### config.mk
export PLATFORM = sky130hd
export DESIGN_NAME = grcm_div
export DESIGN_NICKNAME = d
export VERILOG_FILES = /design/src/rtl/grcm_div.sv
export SDC_FILE = /design/constraint.sdc
export NUM_CORES = 2
export LEC_CHECK = 0
export BUFFER_PORTS_ARGS = -buffer_cell sky130_fd_sc_hd__buf_4
export CAP_MARGIN = 30
export CORE_ASPECT_RATIO = 0.9
export CORE_MARGIN = 5
export CORE_UTILIZATION = 30
export DETAILED_ROUTE_END_ITERATION = 6
export GPL_ROUTABILITY_DRIVEN = 0
export PLACE_DENSITY = 0.43
export SYNTH_ARGS = -nofsm -noshare
export SYNTH_HDL_FRONTEND = slang
export SYNTH_SLANG_ARGS = --single-unit
export TNS_END_PERCENT = 30
### constraint.sdc
create_clock -name i_clk -period 7.95 [get_ports i_clk]
set_input_delay 0 -clock i_clk [delete_from_list [all_inputs] [get_ports i_clk]]
set_output_delay 0 -clock i_clk [all_outputs]
set_load 0.05 [all_outputs]
### src/rtl/grcm_div.sv
// ----------------------------------------------------------------------------
// grcm_div
// Pipelined restoring divider, one quotient bit per stage, overflow flag.
// ----------------------------------------------------------------------------
module grcm_div #(
    parameter int NUM_W  = 46,
    parameter int DEN_W  = 16,
    parameter int Q_W    = 31,
    parameter int SIDE_W = 1
) (
    input  logic              i_clk,
    input  logic              i_rst_n,
    input  logic              i_vld,
    input  logic [NUM_W-1:0]  i_num,
    input  logic [DEN_W-1:0]  i_den,
    input  logic [SIDE_W-1:0] i_side,
    output logic              o_vld,
    output logic [Q_W-1:0]    o_quo,
    output logic              o_ovf,
    output logic [SIDE_W-1:0] o_side
);

    logic              r_vld  [Q_W+1];
    logic [DEN_W-1:0]  r_rem  [Q_W+1];
    logic [DEN_W-1:0]  r_den  [Q_W+1];
    logic [Q_W-1:0]    r_low  [Q_W+1];
    logic [Q_W-1:0]    r_quo  [Q_W+1];
    logic              r_ovf  [Q_W+1];
    logic [SIDE_W-1:0] r_side [Q_W+1];

    wire [DEN_W-1:0] w_rem [1:Q_W];
    wire [Q_W-1:0]   w_low [1:Q_W];
    wire [Q_W-1:0]   w_quo [1:Q_W];
    wire             w_ovf0;

    // quotient would not fit in Q_W bits
    assign w_ovf0 = (i_num >> Q_W) >= NUM_W'(i_den);

    for (genvar j = 1; j <= Q_W; j++) begin : g_stage
        wire [DEN_W:0] w_t  = {r_rem[j-1], r_low[j-1][Q_W-1]};
        wire           w_ge = w_t >= {1'b0, r_den[j-1]};
        wire [DEN_W:0] w_d  = w_t - {1'b0, r_den[j-1]};
        assign w_rem[j] = w_ge ? w_d[DEN_W-1:0] : w_t[DEN_W-1:0];
        assign w_low[j] = r_low[j-1] << 1;
        assign w_quo[j] = {r_quo[j-1][Q_W-2:0], w_ge};
    end

    always_ff @(posedge i_clk) begin
        if (!i_rst_n) begin
            for (int j = 0; j <= Q_W; j++) r_vld[j] <= 1'b0;
        end else begin
            r_vld[0] <= i_vld;
            for (int j = 1; j <= Q_W; j++) r_vld[j] <= r_vld[j-1];
        end
    end

    always_ff @(posedge i_clk) begin
        r_rem[0]  <= DEN_W'(i_num >> Q_W);
        r_low[0]  <= i_num[Q_W-1:0];
        r_quo[0]  <= '0;
        r_ovf[0]  <= w_ovf0;
        r_den[0]  <= i_den;
        r_side[0] <= i_side;
        for (int j = 1; j <= Q_W; j++) begin
            r_rem[j]  <= w_rem[j];
            r_low[j]  <= w_low[j];
            r_quo[j]  <= w_quo[j];
            r_ovf[j]  <= r_ovf[j-1];
            r_den[j]  <= r_den[j-1];
            r_side[j] <= r_side[j-1];
        end
    end

    assign o_vld  = r_vld[Q_W];
    assign o_quo  = r_quo[Q_W];
    assign o_ovf  = r_ovf[Q_W];
    assign o_side = r_side[Q_W];

endmodule

==> impl_results.md <==
- Max-cap viol count: 0
- Synth Instances: 6,364
- CP Depth: 9
- Root buffer selected by CTS: clkbuf_16
- Vias: 43,440
- Remaining DRCs: 0
- Post-cts sizing count: 0
- PD cells: 462.6 nW/um2
- CP max stage delay: 0.72 ns
- Most frequent cells in the layout: dfxtp_1, inv_1, ha_1
- RSZ-0062 raised after global routing: false
- CP startpoint kind: register
- Slew Limit Fails: 0
- Seq/Total Area, Yosys: 58.19%
- Initial antenna violation count: 1
- R2r worst-path depth: 9
- Post-synth ARST share: 0%
- Most common cell after layout, fill and taps aside: dfxtp_1
- Post-Syn Area: 71,520 um2
- Hold Crit Class: in2reg
- Setup Skew: 0.08728 ns
- FF+latch count, synth: 2,079
- Crit-path max FO: 29
- CTS tree: done
- Final Setup Violations: 0
- Dpl hpwl: 101,500 um
- Inst Count DP: 9,550
- Drt pass-1 iters: 7
- Measured slew at the worst slew-check pin: 1.016 ns
- Worst setup EP type: register
- Worst path required time: 8.65 ns
- Max Freq: 0.2926 GHz
- Mapped Nets: 6,971
- Die width: 524.7 um
- Share of cells above drive strength 1: 12.25%
- Core Rows: 170
- H-tree Lvls: 4
- Routed wire length: 138,500 um
- Clock buffer depth: 4
- Iteration-0 DRC Markers: 2,078
- # clock sinks: 2,079
- Number of synthesized flops with an enable pin: 0
- Main synth FF type: dfxtp_1
- Kind of critical path: reg2reg
- Yosys cell types: 86
- Vias in the first global route: 43,640
- Final ANT Viol Nets: 0
- Slowest-stage cell, CP: o21a_1
- Pwr Total: 0.03944 W
- Post-CTS Setup Inserts: 0
- Cell chain of the critical path: inv_1 > ha_1 > a21o_1 > a221o_1 > a31o_2 > a221oi_1 > o21a_1 > inv_1 > mux2_2
- Worst EP arrival: 4.11 ns
- Final-stage net count: 7,339
- Hold_buf cts: 130
- Post-synth top area share: 58.19%
- Syn_area_per_cell: 11.24 um2
- Vias/cell: 4.301
- Dominant cell type by area after synthesis: dfxtp_1
- Setup slack after layout: 4.533 ns
- Cts bufs inserted: 230
- Core area: 237,800 um2
- WL/cell: 13.71 um
- Clk slew on worst S/H paths: 0.06 ns
- Clk Latency, worst-skew pair: 0.86 ns
- Buf/Inv on CP: 2
- Largest net degree at the start of global routing: 33
- Total global-route track usage: 10.99%
- Top post-synthesis cells by area: dfxtp_1, ha_1, mux2_2, inv_1, xnor2_1
- Synthesis warning total: 0
- Status: completed
- Max_slew headroom: 31.40%
- Tmin final: 3.417 ns
- Non-Filler Instances: 10,100
- P&R area growth vs syn: 19.22%
- Die area: 248,300 um2
- Grt ovf: 0
- Final period utilization: 42.99%
- First-pass GRT wire length: 227,000 um
- Worst VDD drop: 0.3101 mV
- I/O pin count: 100
- Pre-CTS WS: 4.473 ns
- Endpoints failing hold: 0
- Most frequent CP cell: inv_1
- Hold path depth: 3
- Initial core utilization: 30.08%
- Chip Height: 473.2 um
- P_leak: 37.64 nW
- Final setup TNS: 0 ns
- IO Port Bufs: 99
- Largest delay contributor family on the critical path: compound AO/OA/AOI/OAI gates
==> final timing paths <==
kind / endpoint / start / slack, ns
max: r_rem[1][204] / r_den[6][49] / 4.53
min: r_vld[1][7] / i_rst_n / 0.13
max reg2reg: r_rem[1][204] / r_den[6][49] / 4.53
min reg2reg: r_low[1][275] / r_low[1][243] / 0.26
==> metal layers <==
metal	vias up	wire (um)	global-route usage [%]
li1	22420	-	-
met1	20080	65220	14.50
met2	677	63030	18.07
met3	267	6239	2.187
met4	0	4005	3.596
met5	-	0	0
==> state kept, by name, summed over array words and instances (netlist names) <==
register / count
r_den: 496
r_ovf: 32
r_rem: 495
r_low: 496
r_vld: 32
r_quo: 496
r_side: 32
==> cells in the mapped netlist (7+ instances only) <==
cell type,number
a211o_1,26
a211oi_1,38
a21boi_0,16
a21o_1,103
a21oi_1,385
a221oi_1,8
a31o_2,7
a31oi_1,47
and2_1,52
and3_1,22
and4_1,8
buf_2,22
buf_4,43
clkbuf_1,38
dfxtp_1,2079
fa_1,30
ha_1,511
inv_1,657
mux2_2,271
mux2_4,7
mux2i_1,55
nand2_1,258
nand2b_1,49
nand3_1,64
nand4_1,71
nor2_1,321
nor2b_1,68
nor3_1,71
nor4_1,26
o211ai_1,11
o21a_1,105
o21ai_0,250
o21ai_1,11
o21bai_1,26
o221ai_1,7
o22ai_1,16
o31a_1,36
o31ai_1,38
o41ai_1,15
or2_2,25
or3_1,24
xnor2_1,234
xor2_1,104
==> worst reg2reg max path, stage by stage (launching register included) <==
cell,delay [ns]
dfxtp_1,0.37
inv_1,0.06
ha_1,0.30
a21o_1,0.18
a221o_1,0.42
a31o_2,0.31
a221oi_1,0.49
o21a_1,0.72
inv_1,0.16
mux2_2,0.31
==> metrics by stage <==
step                      hold WS, ns  util [%]  instance area, um2
final                          0.1268     35.86               85270
after global routing          0.08781     35.86               85270
after CTS                     0.02340     35.84               85230
after detailed placement       0.1054     31.87               75790
after global placement         0.1042     31.85               75730
after floorplan               0.02772         -               71520
==> layout make-up <==
| cell class | instances | area, um2 |
|---|---|---|
| inverters | 658 | 2470 |
| well taps | 3182 | 3981 |
| fillers | 23640 | 152500 |
| clock buffers | 299 | 6446 |
| multi-input cells | 3520 | 26850 |
| flip-flops and latches | 2079 | 41620 |
| diodes | 5 | 12.51 |
| clock inverters | 114 | 1693 |
| repair buffers | 243 | 2200 |
==> kinds of logic after synthesis <==
logic type / share of synthesized area [%]
flip-flops: 58.19
buffers and inverters: 4.300
multiplexers: 5.183
AO/OA/AOI/OAI: 11.16
adder cells (fa/ha/maj): 9.779
AND/OR/NAND/NOR: 7.247
XOR/XNOR: 4.139
==> power breakdown <==
group	leakage (nW)	switching (W)	internal, W	total, W
combinational	16.2	0.00721	0.00654	0.0138
clock	3.98	0.00419	0.00696	0.0112
sequential	17.5	0.00125	0.0133	0.0145
total	37.6	0.0127	0.0268	0.0394
(Power assumes the default switching activity.)
