<file path="config.mk">
export PLATFORM = sky130hd
export DESIGN_NAME = grcm_sqrt
export DESIGN_NICKNAME = d
export VERILOG_FILES = /design/src/rtl/grcm_pkg.sv /design/src/rtl/grcm_sqrt.sv
export SDC_FILE = /design/constraint.sdc
export NUM_CORES = 2
export LEC_CHECK = 0
export ABC_CLOCK_PERIOD_IN_PS = 7300
export BUFFER_PORTS_ARGS = -buffer_cell sky130_fd_sc_hd__clkbuf_2
export CAP_MARGIN = 15
export CORE_ASPECT_RATIO = 1.5
export CORE_UTILIZATION = 35
export CTS_CLUSTER_SIZE = 28
export DETAILED_ROUTE_END_ITERATION = 12
export RECOVER_POWER = 100
export SLEW_MARGIN = 40
export SYNTH_ARGS = -nofsm -noshare
export SYNTH_HDL_FRONTEND = slang
export SYNTH_SLANG_ARGS = --single-unit
</file>
<file path="constraint.sdc">
create_clock -name i_clk -period 7.3 [get_ports i_clk]
set_input_delay 0.365 -clock i_clk [delete_from_list [all_inputs] [get_ports i_clk]]
set_output_delay 0.365 -clock i_clk [all_outputs]
set_load 0.1 [all_outputs]
</file>
<file path="src/rtl/grcm_pkg.sv">
// ----------------------------------------------------------------------------
// grcm_pkg
// Shared types, constants and elaboration-time helpers for the color mapper.
// ----------------------------------------------------------------------------
package grcm_pkg;

    localparam int Q30_W        = 31;                  // Q0.30 value incl. 1.0
    localparam logic [30:0] ONE_Q30 = 31'h4000_0000;
    localparam int P_W          = 21;                  // exponent p, Q5.16
    localparam int P_FRAC       = 16;
    localparam int EXP_STEPS    = 16;
    localparam int LOG_STEPS    = 16;
    localparam int D_W          = 29;                  // (1-contrast)*gamma, Q.24
    localparam int RNG_NUM_W    = 46;
    localparam int RNG_DEN_W    = 16;
    localparam logic [4:0] IP_MAX = 5'd31;

    typedef enum logic [2:0] {
        REG_START_COLOR = 3'd0,
        REG_END_COLOR   = 3'd1,
        REG_RANGE       = 3'd2,
        REG_CONTRAST    = 3'd3,
        REG_GAMMA       = 3'd4
    } t_reg_idx;

    typedef struct packed {
        logic [RNG_NUM_W-1:0] num;
        logic [RNG_DEN_W-1:0] den;
    } t_prep;

    // 2^(-2^-k) in Q0.30: k successive integer square roots starting at 0.5
    function automatic logic [29:0] exp_fac(input int k);
        logic [63:0] f;
        logic [63:0] v;
        logic [63:0] r;
        logic [63:0] b;
        f = 64'h2000_0000;
        for (int j = 0; j < k; j++) begin
            v = f << 30;
            r = '0;
            b = 64'h4000_0000_0000_0000;
            for (int i = 0; i < 32; i++) begin
                if (v >= r + b) begin
                    v = v - (r + b);
                    r = (r >> 1) + b;
                end else begin
                    r = r >> 1;
                end
                b = b >> 2;
            end
            f = r;
        end
        return f[29:0];
    endfunction

endpackage

</file>
<file path="src/rtl/grcm_sqrt.sv">
// ----------------------------------------------------------------------------
// grcm_sqrt
// Pipelined isqrt(v << 30) of a Q0.30 position, one root bit per stage.
// ----------------------------------------------------------------------------
module grcm_sqrt import grcm_pkg::*; (
    input  logic             i_clk,
    input  logic             i_rst_n,
    input  logic             i_vld,
    input  logic [Q30_W-1:0] i_v,
    output logic             o_vld,
    output logic [Q30_W-1:0] o_root
);

    localparam int RW = 2 * Q30_W;

    logic             r_vld  [Q30_W+1];
    logic [RW-1:0]    r_rem  [Q30_W+1];
    logic [Q30_W-1:0] r_root [Q30_W+1];

    wire [RW-1:0]    w_rem  [1:Q30_W];
    wire [Q30_W-1:0] w_root [1:Q30_W];

    for (genvar j = 1; j <= Q30_W; j++) begin : g_bit
        localparam int B = Q30_W - j;
        wire [RW-1:0] w_trial = (RW'(r_root[j-1]) << (B + 1)) + (RW'(1) << (2 * B));
        wire          w_ge    = w_trial <= r_rem[j-1];
        assign w_rem[j]  = w_ge ? (r_rem[j-1] - w_trial) : r_rem[j-1];
        assign w_root[j] = w_ge ? (r_root[j-1] | (Q30_W'(1) << B)) : r_root[j-1];
    end

    always_ff @(posedge i_clk) begin
        if (!i_rst_n) begin
            for (int j = 0; j <= Q30_W; j++) r_vld[j] <= 1'b0;
        end else begin
            r_vld[0] <= i_vld;
            for (int j = 1; j <= Q30_W; j++) r_vld[j] <= r_vld[j-1];
        end
    end

    always_ff @(posedge i_clk) begin
        r_rem[0]  <= {1'b0, i_v, 30'b0};
        r_root[0] <= '0;
        for (int j = 1; j <= Q30_W; j++) begin
            r_rem[j]  <= w_rem[j];
            r_root[j] <= w_root[j];
        end
    end

    assign o_vld  = r_vld[Q30_W];
    assign o_root = r_root[Q30_W];

endmodule

</file>
==> flow_summary_export.csv <==
group,metric,value,unit
run_status,outcome,"complete, but fails checks",
run_status,failed_checks,"capacitance limit, slew limit",
clock_tree,cts_htree_levels,4,
placed_design,dp_hpwl,137000,um
synth,synth_top_flop_cell,"sky130_fd_sc_hd__dfxtp_1",
route,detailedRoute.firstPassIterationCount,6,
worst_setup_path,crit_path_start_kind,"flop",
worst_setup_path,timing.critical_path.required,8.02,ns
clock_tree,cts.sinks,1715,
power_and_ir_drop,p_int,20800,uW
route,number_of_remaining_drc_errors,0,
global_route,grt_use_total,0.162,
job,max_cap_viol_count,12,
floorplanning,chipHeight,564,um
timing,final_min_period_over_clock_period,0.779,
layout,layout.cell_area.non_filler,0.0832,mm^2
synth,postSynth.asyncResetShare,0,
power_and_ir_drop,irDropWorstVdd,0.319,mV
placed_design,placement.io_buffers,65,
power_and_ir_drop,switchingPower,10300,uW
timing,count_of_final_hold_check_violations,0,
global_route,antenna_found_initial,2,
power_and_ir_drop,switching_share,0.330,
floorplanning,rows,205,
layout,flow.area_growth_from_synthesis,12.9,%
route,route.antenna.remaining_nets,0,
hold_path,hp-class,"primary input to flop",
clock_tree,worst_skew_pair.late_latency,0.84,ns
power_and_ir_drop,power_density,373,mW/mm^2
synth,synth.avg_cell_area,9.31,um^2
timing,slew-limit-headroom,-0.417,
route,postRouteWirelength,176000,um
timing,setup_viol_count_final,0,
synth,yosys_warnings,0,
power_and_ir_drop,power.share.clock,0.298,
global_route,overflow,0,
layout,final_common_cell,"sky130_fd_sc_hd__dfxtp_1",
route,post_drt_wl_per_cell,16.0,um
synth,number_of_enable_flip_flop_cells_after_synthesis,0,
placed_design,place_area,0.0772,mm^2
synth,syn-cell-area,0.0737,mm^2
global_route,grt_max_degree,55,
worst_setup_path,worstPathArrival,6.40,ns
clock_tree,cts-root-to-sink-buffers,4,
timing,period_minus_slack,5.69,ns
power_and_ir_drop,total_leakage_power,0.0382,uW
placed_design,dpl_worst_slack,2.77,ns
timing,grt_setup_unrepaired,"no",
worst_setup_path,crit_fanout,44,
worst_setup_path,worst-setup-path-type,"flop to flop",
route,detail_route.iter0.violations,2384,
floorplanning,pin_count,66,
floorplanning,initial_utilization,0.353,
timing,final.setup.worst_slack,1.61,ns
floorplanning,floorplan.core_area,0.209,mm^2
synth,yosys_register_bits,1715,
power_and_ir_drop,comb_power_share,0.258,
global_route,grt_pass1_wl,280000,um
timing,worst_clock_skew,0.0921,ns
clock_tree,clkTransAtPathRegs,0.06,ns
route,viasPerCell,4.98,
placed_design,gp_routability_congestion,0.926,
global_route,first_global_vias,56800,
power_and_ir_drop,fin_total_pwr,31000,uW
clock_tree,cts_post_setup_buffers_inserted,0,
synth,synth_cell_types,96,
timing,fin_tns_setup,0,ns
timing,report.final.slew_viol_count,416,
route,vias,54700,
floorplanning,die-area,0.212,mm^2
layout,post_route_cells_drive_above_1_share,0.0571,
timing,tightestPinTransition,2.12,ns
worst_setup_path,endpoint_kind,"flop",
synth,synth_cells,7914,
layout,final_cell_mix,"sky130_fd_sc_hd__dfxtp_1, sky130_fd_sc_hd__inv_1, sky130_fd_sc_hd__nor2_1",
floorplanning,die-width,377,um
synth,synth-seq-area-share,0.466,
layout,nNetsFinal,8586,
clock_tree,cts_made_buffers,174,
timing,maxClockFrequency,0.176,GHz
power_and_ir_drop,sequential_group_share_of_total_power,0.444,
clock_tree,clk_root_buffer_cell,"sky130_fd_sc_hd__clkbuf_16",
clock_tree,tritoncts,"built",
power by group through the flow:
stage               Combinational, uW  Sequential (uW)  Clock, uW
finish                           8010            13800       9260
global route                     8900            14000       9930
CTS                              8030            13800       9560
detailed placement               7960            13900          0
global placement                 7820            13900          0
floorplan                        6230            13200          0
stage by stage:
stage | std cells | hold WS (ns) | utilization
2_1_floorplan | 7915 | 0.310 | -
3_3_place_gp | 10600 | 0.311 | 0.370
3_5_place_dp | 10600 | 0.312 | 0.370
4_1_cts | 11000 | 0.0661 | 0.400
5_1_grt | 11000 | 0.0891 | 0.399
6_report | 11000 | 0.136 | 0.399
worst max-delay path: stages, from the launching register on:
cell and delay [ns]:
sky130_fd_sc_hd__dfxtp_1 0.59, sky130_fd_sc_hd__ha_1 0.30, sky130_fd_sc_hd__fa_1 0.23, sky130_fd_sc_hd__a21oi_1 0.11, sky130_fd_sc_hd__o211ai_1 0.37, sky130_fd_sc_hd__a211oi_1 0.16, sky130_fd_sc_hd__nor3_1 0.68, sky130_fd_sc_hd__o21ai_0 0.28
sky130_fd_sc_hd__nand3b_1 0.15, sky130_fd_sc_hd__clkbuf_1 0.64, sky130_fd_sc_hd__clkbuf_1 1.57, sky130_fd_sc_hd__mux2_2 0.45
what timing repair did:
item	CTS	global route
resized for setup	0	0
hold buffers	32	0
endpoints found under the hold margin	32	0
cells in the mapped netlist (all sizes together) (16+ instances only):
cell     number  area share
a21oi       559       0.038
a21boi       16      0.0016
nand2       555       0.028
or2          45      0.0038
and2         64      0.0054
a211oi       57      0.0058
a211o        18      0.0021
o2111ai      17      0.0020
nand2b       73      0.0062
nor3b        20      0.0020
nor4        174       0.015
nand4b       16      0.0019
nor2b        74      0.0063
nand3       144      0.0098
xnor2       357       0.042
o21ai       410       0.028
ha          494       0.084
nor2        585       0.030
a2111oi      22      0.0028
buf          37      0.0025
o31ai        59      0.0060
o21a         78      0.0079
clkbuf      138      0.0070
and3         37      0.0031
inv         647       0.033
nor4b        32      0.0042
dfxtp      1715        0.47
nor3        232       0.016
nand4        81      0.0069
mux2         72       0.011
or4          48      0.0050
o21bai       61      0.0062
a21o        177       0.018
a31oi        33      0.0028
or3         112      0.0096
nand3b       21      0.0023
xor2        407       0.048
o211ai       45      0.0046
sequential cells by signal, summed over array words and instances (netlist names):
name,flops
r_vld,32
r_root,496
r_rem,1187
final timing paths:
check	start	to	slack, ns	cells past startpoint
max	r_rem[1][810]	r_rem[1][876]	1.61	11
min	i_v[1]	r_rem[0][31]	0.14	2
max reg2reg	r_rem[1][810]	r_rem[1][876]	1.61	11
min reg2reg	r_rem[0][46]	r_rem[0][108]	0.28	0
final cells by class:
type,instances,area (um^2)
inverters,647,2430
clock inverters,71,996
diodes,5,12.5
clock buffers,235,5000
repair buffers,128,738
multi-input cells,5378,36200
flip-flops and latches,1715,34300
well taps,2794,3500
fillers,20500,125000
cells by family (layout without fill, tap and decap cells):
group           Yosys count  after routing  share of synthesized area
compound gates         1667           1667                      0.140
xor+xnor                764            764                     0.0908
fa+ha+maj               508            508                     0.0877
buf+inv                 822           1081                     0.0424
flops                  1715           1715                      0.466
mux                      82             82                     0.0124
other cells               1              7                  0.0000509
simple gates           2355           2355                      0.161
per-layer routing:
layer	up-vias	share of wire	GRT usage
li1	27700	-	-
met1	25400	0.34	0.135
met2	1035	0.58	0.346
met3	551	0.028	0.0206
met4	0	0.061	0.0986
met5	-	0	0
(Power assumes the default switching activity.)
